### config.mk
export PLATFORM = sky130hd
export DESIGN_NAME = adjacency_to_grid_edges_core
export DESIGN_NICKNAME = d
export VERILOG_FILES = /design/src/rtl/agec_pkg.sv /design/src/rtl/agec_parser.sv /design/src/rtl/agec_out.sv /design/src/rtl/adjacency_to_grid_edges_core.sv
export VERILOG_INCLUDE_DIRS = /design/src /design/src/rtl
export SDC_FILE = /design/constraint.sdc
export NUM_CORES = 1
export LEC_CHECK = 0
export BUFFER_PORTS_ARGS = -buffer_cell sky130_fd_sc_hd__buf_2
export CAP_MARGIN = 20
export CORE_MARGIN = 5
export CORE_UTILIZATION = 45
export DETAILED_ROUTE_END_ITERATION = 8
export PLACE_DENSITY = 0.62
export SLEW_MARGIN = 20
export SYNTH_ARGS = -nofsm -noshare
export SYNTH_HDL_FRONTEND = slang
export SYNTH_SLANG_ARGS = --single-unit
### constraint.sdc
create_clock -name aclk -period 13.4 [get_ports aclk]
set_input_delay 1.34 -clock aclk [delete_from_list [all_inputs] [get_ports aclk]]
set_output_delay 1.34 -clock aclk [all_outputs]
set_load 0.005 [all_outputs]
### src/rtl/adjacency_to_grid_edges_core_macros.svh
// ----------------------------------------------------------------------------
// Assertion macros for the adjacency-to-grid-edges core
// Shared helpers for concurrent checks on aclk with synchronous reset.
// ----------------------------------------------------------------------------
`ifndef ADJACENCY_TO_GRID_EDGES_CORE_MACROS_SVH
`define ADJACENCY_TO_GRID_EDGES_CORE_MACROS_SVH

// Check that cons holds in the same cycle as ante.
`define AGEC_ASSERT_SAME(lbl, clk, rstn, ante, cons, msg) \
    lbl: assert property (@(posedge clk) disable iff (!rstn) (ante) |-> (cons)) \
        else $error(msg);

// Check that cons holds in the cycle after ante.
`define AGEC_ASSERT_NEXT(lbl, clk, rstn, ante, cons, msg) \
    lbl: assert property (@(posedge clk) disable iff (!rstn) (ante) |=> (cons)) \
        else $error(msg);

`endif

### src/rtl/agec_pkg.sv
// ----------------------------------------------------------------------------
// agec_pkg
// Types and constants shared by the adjacency-to-grid-edges core.
// ----------------------------------------------------------------------------
`timescale 1ns / 1ps
`default_nettype none

package agec_pkg;

    localparam int ID_W       = 48;           // vertex id width
    localparam int ACC_W      = 40;           // bytes held before the last one
    localparam int POS_W      = 3;            // byte position within a word
    localparam int WORD_BYTES = 6;
    localparam int CELL_W     = 32;
    localparam int LOCAL_W    = 24;
    localparam int DATA_W     = 8;
    localparam int OUT_W      = 2 * CELL_W + 2 * LOCAL_W;

    // Grid width is a power of two: divide is a shift, modulo is a mask.
    localparam int GRID_SHIFT = 24;           // 16 .. 24 so ids fit the cell and local fields
    localparam logic [ID_W-1:0] GRID_MASK = (ID_W'(1) << GRID_SHIFT) - ID_W'(1);

    localparam logic [POS_W-1:0] LAST_POS = POS_W'(WORD_BYTES - 1);

    typedef enum logic [1:0] {
        PH_SOURCE = 2'd0,
        PH_COUNT  = 2'd1,
        PH_NEIGH  = 2'd2
    } phase_t;

    // One ordered edge from the parser to the output stage.
    typedef struct packed {
        logic            valid;
        logic [ID_W-1:0] big;
        logic [ID_W-1:0] small_id;
    } edge_t;

endpackage

`default_nettype wire

### src/rtl/agec_parser.sv
// ----------------------------------------------------------------------------
// agec_parser
// Byte-level parser of adjacency lists; emits ordered, non-self-loop edges.
// ----------------------------------------------------------------------------
`timescale 1ns / 1ps
`default_nettype none

module agec_parser
    import agec_pkg::*;
(
    input  wire logic              aclk,
    input  wire logic              aresetn,
    input  wire logic              accept,
    input  wire logic [DATA_W-1:0] data_byte,
    input  wire logic              stream_start,
    output edge_t                  edge_out
);

    logic [ACC_W-1:0] acc_reg, acc_next, acc_eff;
    logic [POS_W-1:0] pos_reg, pos_next, pos_eff;
    phase_t           phase_reg, phase_next, phase_eff;
    logic [ID_W-1:0]  src_reg, src_next, src_eff;
    logic [ID_W-1:0]  left_reg, left_next, left_eff;
    logic [ID_W-1:0]  word;
    logic [ID_W-1:0]  left_dec;
    logic             src_gt;

    always_comb begin
        // A start flag restarts the parse before this byte is used.
        acc_eff   = stream_start ? '0 : acc_reg;
        pos_eff   = stream_start ? '0 : pos_reg;
        phase_eff = stream_start ? PH_SOURCE : phase_reg;
        src_eff   = stream_start ? '0 : src_reg;
        left_eff  = stream_start ? '0 : left_reg;

        word     = {acc_eff, data_byte};
        left_dec = left_eff - ID_W'(1);
        src_gt   = src_eff > word;

        acc_next   = acc_reg;
        pos_next   = pos_reg;
        phase_next = phase_reg;
        src_next   = src_reg;
        left_next  = left_reg;

        edge_out.valid    = 1'b0;
        edge_out.big      = src_gt ? src_eff : word;
        edge_out.small_id = src_gt ? word : src_eff;

        if (accept) begin
            acc_next   = acc_eff;
            pos_next   = pos_eff;
            phase_next = phase_eff;
            src_next   = src_eff;
            left_next  = left_eff;
            if (pos_eff < LAST_POS) begin
                acc_next = {acc_eff[ACC_W-DATA_W-1:0], data_byte};
                pos_next = pos_eff + POS_W'(1);
            end else begin
                acc_next = '0;
                pos_next = '0;
                case (phase_eff)
                    PH_COUNT: begin
                        if (word == '0) begin
                            phase_next = PH_SOURCE;
                        end else begin
                            left_next  = word;
                            phase_next = PH_NEIGH;
                        end
                    end
                    PH_NEIGH: begin
                        left_next = left_dec;
                        if (left_dec == '0) begin
                            phase_next = PH_SOURCE;
                        end
                        // drop self-loops
                        edge_out.valid = (word != src_eff);
                    end
                    default: begin
                        src_next   = word;
                        phase_next = PH_COUNT;
                    end
                endcase
            end
        end
    end

    always_ff @(posedge aclk) begin
        if (!aresetn) begin
            acc_reg   <= '0;
            pos_reg   <= '0;
            phase_reg <= PH_SOURCE;
            src_reg   <= '0;
            left_reg  <= '0;
        end else begin
            acc_reg   <= acc_next;
            pos_reg   <= pos_next;
            phase_reg <= phase_next;
            src_reg   <= src_next;
            left_reg  <= left_next;
        end
    end

endmodule

`default_nettype wire

### src/rtl/agec_out.sv
// ----------------------------------------------------------------------------
// agec_out
// Output register with a skid stage; splits each id into cell and offset.
// ----------------------------------------------------------------------------
`timescale 1ns / 1ps
`default_nettype none

module agec_out
    import agec_pkg::*;
(
    input  wire logic             aclk,
    input  wire logic             aresetn,
    input  wire edge_t            edge_in,
    output logic                  in_ready,
    output logic                  m_tvalid,
    input  wire logic             m_tready,
    output logic [OUT_W-1:0]      m_tdata
);

    logic             out_valid_reg, out_valid_next;
    logic             skid_valid_reg, skid_valid_next;
    logic [OUT_W-1:0] out_data_reg, out_data_next;
    logic [OUT_W-1:0] skid_data_reg, skid_data_next;
    logic [OUT_W-1:0] packed_edge;
    logic [ID_W-1:0]  big_low, small_low;

    always_comb begin
        big_low     = edge_in.big & GRID_MASK;
        small_low   = edge_in.small_id & GRID_MASK;
        packed_edge = {LOCAL_W'(small_low),
                       LOCAL_W'(big_low),
                       CELL_W'(edge_in.small_id >> GRID_SHIFT),
                       CELL_W'(edge_in.big >> GRID_SHIFT)};

        out_valid_next  = out_valid_reg;
        out_data_next   = out_data_reg;
        skid_valid_next = skid_valid_reg;
        skid_data_next  = skid_data_reg;

        if (!out_valid_reg || m_tready) begin
            // output slot frees up: drain the skid stage first
            if (skid_valid_reg) begin
                out_valid_next  = 1'b1;
                out_data_next   = skid_data_reg;
                skid_valid_next = 1'b0;
            end else begin
                out_valid_next = edge_in.valid;
                out_data_next  = packed_edge;
            end
        end else if (edge_in.valid) begin
            skid_valid_next = 1'b1;
            skid_data_next  = packed_edge;
        end
    end

    always_ff @(posedge aclk) begin
        if (!aresetn) begin
            out_valid_reg  <= 1'b0;
            skid_valid_reg <= 1'b0;
        end else begin
            out_valid_reg  <= out_valid_next;
            skid_valid_reg <= skid_valid_next;
        end
    end

    always_ff @(posedge aclk) begin
        out_data_reg  <= out_data_next;
        skid_data_reg <= skid_data_next;
    end

    assign in_ready = !skid_valid_reg;
    assign m_tvalid = out_valid_reg;
    assign m_tdata  = out_data_reg;

endmodule

`default_nettype wire

### src/rtl/adjacency_to_grid_edges_core.sv
// ----------------------------------------------------------------------------
// adjacency_to_grid_edges_core
// Parses an adjacency-list byte stream into grid-partitioned edges.
// ----------------------------------------------------------------------------
// The core takes one byte per item and accepts an item in every cycle while
// its skid stage is empty, so the sustained rate is one byte per clock; a
// result is held in the output register, or in the skid stage on a stall,
// from the byte that completes its neighbour word. Ids are 48-bit words sent
// most significant byte first; each list is a source id, a neighbour count,
// then that many neighbours. An edge is emitted per neighbour with the
// larger id as the row: cell fields are the ids divided by the grid width
// (2^GRID_SHIFT), local fields the ids masked by it. Self-loops give no
// result, a zero count moves straight to the next source, and tuser set on
// a byte restarts the parse with that byte as the first of a source id.
// Only the skid stage filling while the output is stalled holds s_tready low.
`timescale 1ns / 1ps
`default_nettype none

`include "adjacency_to_grid_edges_core_macros.svh"

module adjacency_to_grid_edges_core
    import agec_pkg::*;
(
    input  wire logic              aclk,
    input  wire logic              aresetn,
    input  wire logic              s_tvalid,
    output logic                   s_tready,
    input  wire logic [DATA_W-1:0] s_tdata,   // [7:0] data_byte
    input  wire logic              s_tuser,   // [0] stream_start
    output logic                   m_tvalid,
    input  wire logic              m_tready,
    output logic [OUT_W-1:0]       m_tdata    // [31:0] cell_row, [63:32] cell_col,
                                              // [87:64] local_row, [111:88] local_col
);

    logic  accept;
    edge_t parsed_edge;

    // advance the parser on every accepted item
    assign accept = s_tvalid && s_tready;

    agec_parser u_parser (
        .aclk         (aclk),
        .aresetn      (aresetn),
        .accept       (accept),
        .data_byte    (s_tdata),
        .stream_start (s_tuser),
        .edge_out     (parsed_edge)
    );

    // hold results in the output register, spill into the skid stage on stall
    agec_out u_out (
        .aclk     (aclk),
        .aresetn  (aresetn),
        .edge_in  (parsed_edge),
        .in_ready (s_tready),
        .m_tvalid (m_tvalid),
        .m_tready (m_tready),
        .m_tdata  (m_tdata)
    );

    // An edge only arises from an accepted item.
    `AGEC_ASSERT_SAME(a_edge_needs_accept, aclk, aresetn, parsed_edge.valid, accept, "stray edge")
    // After every edge, m_tvalid is high in the next cycle.
    `AGEC_ASSERT_NEXT(a_edge_reaches_out, aclk, aresetn, parsed_edge.valid, m_tvalid, "edge lost")
    // A full skid stage implies a waiting result.
    `AGEC_ASSERT_SAME(a_stall_has_result, aclk, aresetn, !s_tready, m_tvalid, "empty stall")

endmodule

`default_nettype wire

# Word-level counts from Yosys, hierarchy flattened
# Index checks and enable logic that the tools add are counted.
[classes]
order_cmp = 2
muxes = 23
n_addsub = 2
n_reduce_logical = 9
bitwise_logic = 2
n_eq_ne = 3
[ops]
columns = ["operator", "n"]
rows = [
  ["48-bit 2-to-1 mux", 8],
  ["112-bit 2-to-1 mux", 1],
  ["48-bit zero test", 2],
  ["48-bit one-hot mux with 2 select lines", 1],
  ["40-bit 2-to-1 mux", 2],
  ["48-bit greater-than comparator", 1],
  ["48-bit inequality test", 1],
  ["48-bit by 1-bit subtractor with 48-bit output (second input constant)", 1],
  ["2-bit 2-to-1 mux", 4],
  ["3-bit 2-to-1 mux", 2],
  ["1-bit 2-to-1 mux", 4],
  ["2-bit one-hot mux with 2 select lines", 1],
  ["2-bit OR reduction", 2],
  ["3-bit by 1-bit adder with 3-bit output (second input constant)", 1],
  ["3-bit < comparator (second input constant)", 1],
  ["2-bit by 1-bit == test with 1-bit output (second input constant)", 1],
  ["2-bit == test (second input constant)", 1],
  ["1-bit zero test", 2],
  ["1-bit inverter", 2],
  ["2-bit AND reduction", 1],
  ["1-bit logical AND", 1],
  ["1-bit logical OR", 1],
]
[word_totals]
reg_bits = 335
word_cells = 50
inputBits = 13

# Longest topological paths before layout
[depth]
ltp_word = 6
depth_mapped = 18

# Hierarchy
# Synthesis repeated with hierarchy kept, for this count alone.
[hier_totals]
hier_cells = 1758
area_unflattened_um2 = 17927.2
[modules_own_cells]
columns = ["module", "seq_area_each_um2", "cells_per_inst", "area_per_inst_um2", "instances"]
rows = [
  ["agec_parser", 2822.7, 1432, 10717.8, 1],
  ["agec_out", 5805.6, 325, 7203.2, 1],
  ["adjacency_to_grid_edges_core", 0.0, 1, 6.3, 1],
]

# Worst setup path after synthesis
# Ideal clock, no wire load.
[synth_timing]
path_type = "input port to flip-flop"
from = "in s_tuser"
to = "reg u_out.skid_data_reg[0], enable pin"
arrival_time_ns = 13.002
cell_stages = 15
slack_ns = -0.388
path_buffers = 6
t_required_ns = 12.614
cell_sequence = "buf_2 > clkbuf_1 > clkbuf_1 > clkbuf_1 > clkbuf_1 > clkbuf_1 > nor2b_1 > ha_1 > nand4_1 > nor3_1 > and2_1 > nand2_1 > or2_2 > nand2_1 > nor4_1"
[synth_between]
elab_chain_len = 6
[synth_lines]
columns = ["item", "line_no", "text"]
rows = [
  ["start, declared", "adjacency_to_grid_edges_core.sv:29", "input wire logic s_tuser,"],
  ["40-bit 2-to-1 mux, or another cell as far along", "agec_parser.sv:30", "acc_eff = stream_start ? '0 : acc_reg;"],
  ["48-bit inequality test or 2-bit == test (tied branches)", "agec_parser.sv:77, agec_parser.sv:62", ""],
  ["1-bit 2-to-1 mux", "agec_parser.sv:62", "case (phase_eff)"],
  ["1-bit 2-to-1 mux *", "agec_parser.sv:56", "if (pos_eff < LAST_POS) begin"],
  ["1-bit 2-to-1 mux *", "agec_parser.sv:50", "if (accept) begin"],
  ["2-bit AND reduction (no source line) *", "-", ""],
  ["end signal, assigned", "agec_out.sv:68", "skid_data_reg <= skid_data_next;"],
  ["end, declared", "agec_out.sv:23", "logic [OUT_W-1:0] skid_data_reg, skid_data_next;"],
]
# Mark *: on every way between the ends. The rest lies on a longest branch, timed or not.
# A chain may end at the register's enable or synchronous reset.

# Worst setup path in the final report
[layout_timing]
from = "in s_tuser"
to = "reg u_out.out_data_reg[36] (netlist: u_out.m_tdata[36]), data pin"
[layout_between]
elab_chain_len = 4
[layout_lines]
columns = ["item", "line_no", "text"]
rows = [
  ["48-bit 2-to-1 mux or 40-bit 2-to-1 mux (tied branches)", "agec_parser.sv:33, agec_parser.sv:30", ""],
  ["48-bit greater-than comparator", "agec_parser.sv:38", "src_gt = src_eff > word;"],
  ["48-bit 2-to-1 mux *", "agec_parser.sv:48", "edge_out.small_id = src_gt ? word : src_eff;"],
  ["112-bit 2-to-1 mux *", "agec_out.sv:42", "if (skid_valid_reg) begin"],
  ["end signal, assigned", "agec_out.sv:67", "out_data_reg <= out_data_next;"],
  ["end, declared", "agec_out.sv:22", "logic [OUT_W-1:0] out_data_reg, out_data_next;"],
]
# Marked as above.

==> metrics.log <==
[metrics] layout overhead on the synthesized area: 9.96%
[metrics] series of cell instances along the critical path: buf_4 > buf_4 > nor2b_1 > ha_1 > nand4_1 > nor4_1 > nand4_1 > a311oi_1 > nand4b_1 > o21a_4 > buf_4 > buf_4 > nor3_1 > a311oi_1
[metrics] sum of routed wire length over all layers: about 58000 µm
[metrics] cell with the biggest individual delay on the critical path: buf_4
[metrics] Floorplan Core Area: between 0.04 and 0.05 mm²
[metrics] post-synthesis instance area: around 0.019 mm²
[metrics] portion of total power attributed to sequential cells: 48.7%
[metrics] Resized cells post-CTS: 0
[metrics] # port buffers: 110
[metrics] final count of negative-setup-slack endpoints: 0
[metrics] number of hold-repair buffers added at the cts stage: 0
[metrics] cell area reported after detailed placement: slightly below 0.02 mm²
[metrics] Remaining Overflow, GRT: 0
[metrics] final routed wire length divided by cell count: around 22 µm
[metrics] flip-flop and latch count after synthesis: around 340
[metrics] setup fix buffers added after clock tree synthesis: 0
[metrics] worst skew pair latency: approximately 0.55 ns
[metrics] combinational fraction of design power: 5.0%
[metrics] htree depth: 2
[metrics] share of the synthesized area in the top cell type: 30.3%
[metrics] yosys synthesis warning count: 0
[metrics] Starting Density: around 45%
[metrics] Die ar.: roughly 0.047 mm²
[metrics] maximum vdd ir drop: between 70 and 80 µV
[metrics] worst reg2reg startpoint: u_parser.acc_reg[39]
[metrics] crit path capture type: flip-flop
[metrics] Chip Height: between 200 and 250 µm
[metrics] fraction of layout cells with a size suffix above 1: 10.7%
[metrics] CTS tree: built
[metrics] Max-Cap Viols: 0
[metrics] number of top-level pins: 127
[metrics] power density over the cells: 107 mW/mm²
[metrics] critical path data required time: about 14 ns
[metrics] destination of the worst hold path: u_parser.acc_reg[32]
[metrics] ANT nets after route: 0
[metrics] portion of the post-synthesis area used by sequential elements: 45.3%
[metrics] number of antenna violations at the first check in global routing: 1
[metrics] Slew Limit Fails: 0
[metrics] final period utilization: just under 50%
[metrics] Gate Count Post-Synth: 2148
[metrics] overall die width: roughly 220 µm
[metrics] Final Hold Violating Endpoints: 0
[metrics] total global-route track usage: between 20% and 30%
[metrics] number of DRC violations after detailed routing: 0
[metrics] Clock power frac: a little under half
[metrics] register-to-register setup slack: 8.10 ns
[metrics] DR vias/cell: 6.15
[metrics] DRT Pass-1 Iters: 7
[metrics] count leader, synth: nand2_1
[metrics] Relative slew margins: approximately 29%
[metrics] Ant. Diodes: 0
[metrics] Slew @ Worst Pin: between 1 and 1.5 ns
[metrics] total negative slack for setup checks: 0 ns
[metrics] clock-pin slew on the worst setup and hold paths: ~0.06 ns
[metrics] number of nets at the end of the flow: 2196
[metrics] post-layout util: 50.0%
[metrics] count of unique library cells instantiated by Yosys: 74
[metrics] dominant synthesized flop cell: edfxtp_1
[metrics] final non-filler cell area: around 0.021 mm²
[metrics] Slowest Stage Delay on Critical Path: roughly 0.79 ns
[metrics] min-delay worst type: reg2reg
[metrics] master cell of the clock root buffer: clkbuf_16
[metrics] cell types with the largest area share after synthesis: edfxtp_1 (30%), dfxtp_1 (15%), nor2b_1 (5.4%)
[metrics] post-synthesis async set-or-reset flop share: 0%
[metrics] number of instances in the placed design: about 2600
[metrics] Max Fclk: 0.151 GHz
[metrics] pin count of the biggest net entering global routing: roughly 110
[metrics] count of standard-cell rows: 75
[metrics] final estimated routing congestion in global placement: 0.918
[metrics] most common library cells after synthesis: nand2_1 (239), edfxtp_1 (192), nor2b_1 (165), o21ai_0 (165), clkbuf_1 (162)
[metrics] setup skew after layout: between 0.02 and 0.025 ns
[metrics] reported leakage power: ~7.7 nW
[metrics] run status: finished clean
[metrics] initial DRC count: 2014
[metrics] number of fill cells in the layout: about 3900
[metrics] Post-synth EDFFs: ~190
[metrics] unrepaired setup endpoints after global routing: false
[metrics] CTS buffer count: 38
[metrics] DP HPWL: between 30000 and 40000 µm
[metrics] arrival time at the worst endpoint: about 7.0 ns
[metrics] critical path launch point type: input pin
[metrics] Post-Synthesis Mean Instance Area: a little under 9 µm²
[metrics] origin of the worst min-delay path: u_parser.acc_reg[32]
[metrics] worst hold margin: just under 0.5 ns
[metrics] cell accounting for the most synthesized area: edfxtp_1
[metrics] crit-path most repeated cell: buf_4
[metrics] worst hold path depth: 2
[metrics] switching power summed over all nets: 0.000508 W
[metrics] global-route wire length before repair: approximately 91000 µm
[metrics] vias after detailed routing: ~17000
[metrics] net switching fraction of the power: between 20% and 30%
[metrics] non-filler instance count after layout: around 2700
[metrics] TritonCTS Sinks: around 340
[metrics] final worst path period need: about 6.6 ns
[metrics] path type of the worst setup path: in2reg
[metrics] Worst Reg-to-Reg Cells: 13
[metrics] worst-path fanout max: between 100 and 150
[metrics] worst reg2reg path endpoint: u_out.m_tdata[36]
[metrics] worst-case clock buffer depth: 3
[metrics] via count of the first global-routing pass: around 15000
[metrics] Cell Int Power: between 0.0015 and 0.002 W
power groups by stage:
stage / Combinational (W) / Sequential (W) / Clock [W]
final: 0.000111 / 0.00109 / 0.00104
after global routing: 0.000120 / 0.00109 / 0.00110
after CTS: 0.000109 / 0.00109 / 0.00106
after detailed placement: 0.000109 / 0.00111 / 0
after global placement: 0.000109 / 0.00111 / 0
after floorplan: 0.0000790 / 0.00111 / 0
metal layers:
layer / part of all wire (%) / track usage [%] / vias to the layer above / wire length (µm)
li1: - / - / 7833 / -
met1: 45 / 34.7 / 8006 / 26100
met2: 45 / 38.1 / 649 / 26400
met3: 7.7 / 4.32 / 99 / 4510
met4: 2.4 / 6.36 / 0 / 1420
met5: 0 / 0 / - / 0
final cells by class:
type	count	area, µm²	share of cell area (%)
repair buffers	138	766	3.65
multi-input cells	1538	9360	44.7
clock inverters	17	128	0.609
well taps	539	674	3.22
flip-flops and latches	335	8630	41.2
inverters	79	299	1.43
clock buffers	52	1100	5.25
stage by stage:
stage	setup slack (ns)	total power (W)
floorplan	0.0343	0.00119
CTS	6.80	0.00226
detailed placement	6.25	0.00122
finish	6.76	0.00224
global placement	6.40	0.00122
global route	6.34	0.00231
worst max-delay path: cells and delay by family:
| kind | cells | cell delay (ns) |
|---|---|---|
| buf+inv | 4 | 2.85 |
| simple gates | 6 | 1.40 |
| compound gates | 3 | 0.83 |
| fa+ha+maj | 1 | 0.41 |
worst max path at each step:
stage | startpoint | endpoint | cells past startpoint
6_report | s_tuser | u_out.m_tdata[36] | 14
5_1_grt | s_tuser | u_out.m_tdata[41] | 15
4_1_cts | s_tuser | u_out.m_tdata[36] | 14
3_5_place_dp | s_tuser | u_out.m_tdata[38] | 14
3_3_place_gp | s_tuser | u_out.m_tdata[43] | 14
2_1_floorplan | s_tuser | u_out.skid_data_reg[0] | 13
cell usage in the layout (no fill, tap or decap), drive strengths merged, types with 14 or more instances in the layout:
cell    count
nand2     239
edfxtp    192
nor2b     165
o21ai     165
nor2      143
dfxtp     143
buf       138
nor3      125
a311oi     84
inv        80
nand3      76
a22oi      67
a21boi     56
ha         53
clkbuf     52
a21oi      51
nor4       39
a221oi     26
nand4      25
xnor2      17
conb       16
clkinv     14
logic make-up (layout without fill, tap and decap cells):
family                   count (synthesis)  after routing  share of synthesized area, %
multiplexers                            12             12                         0.650
buffers and inverters                  290            286                          6.23
flip-flops                             335            335                          45.3
AO/OA/AOI/OAI                          567            567                          20.6
XOR/XNOR                                23             23                          1.06
other                                    1             16                        0.0197
adder cells (fa/ha/maj)                 53             53                          3.48
AND/OR/NAND/NOR                        867            867                          22.7
Note: power is estimated with default switching activity, not from simulation.
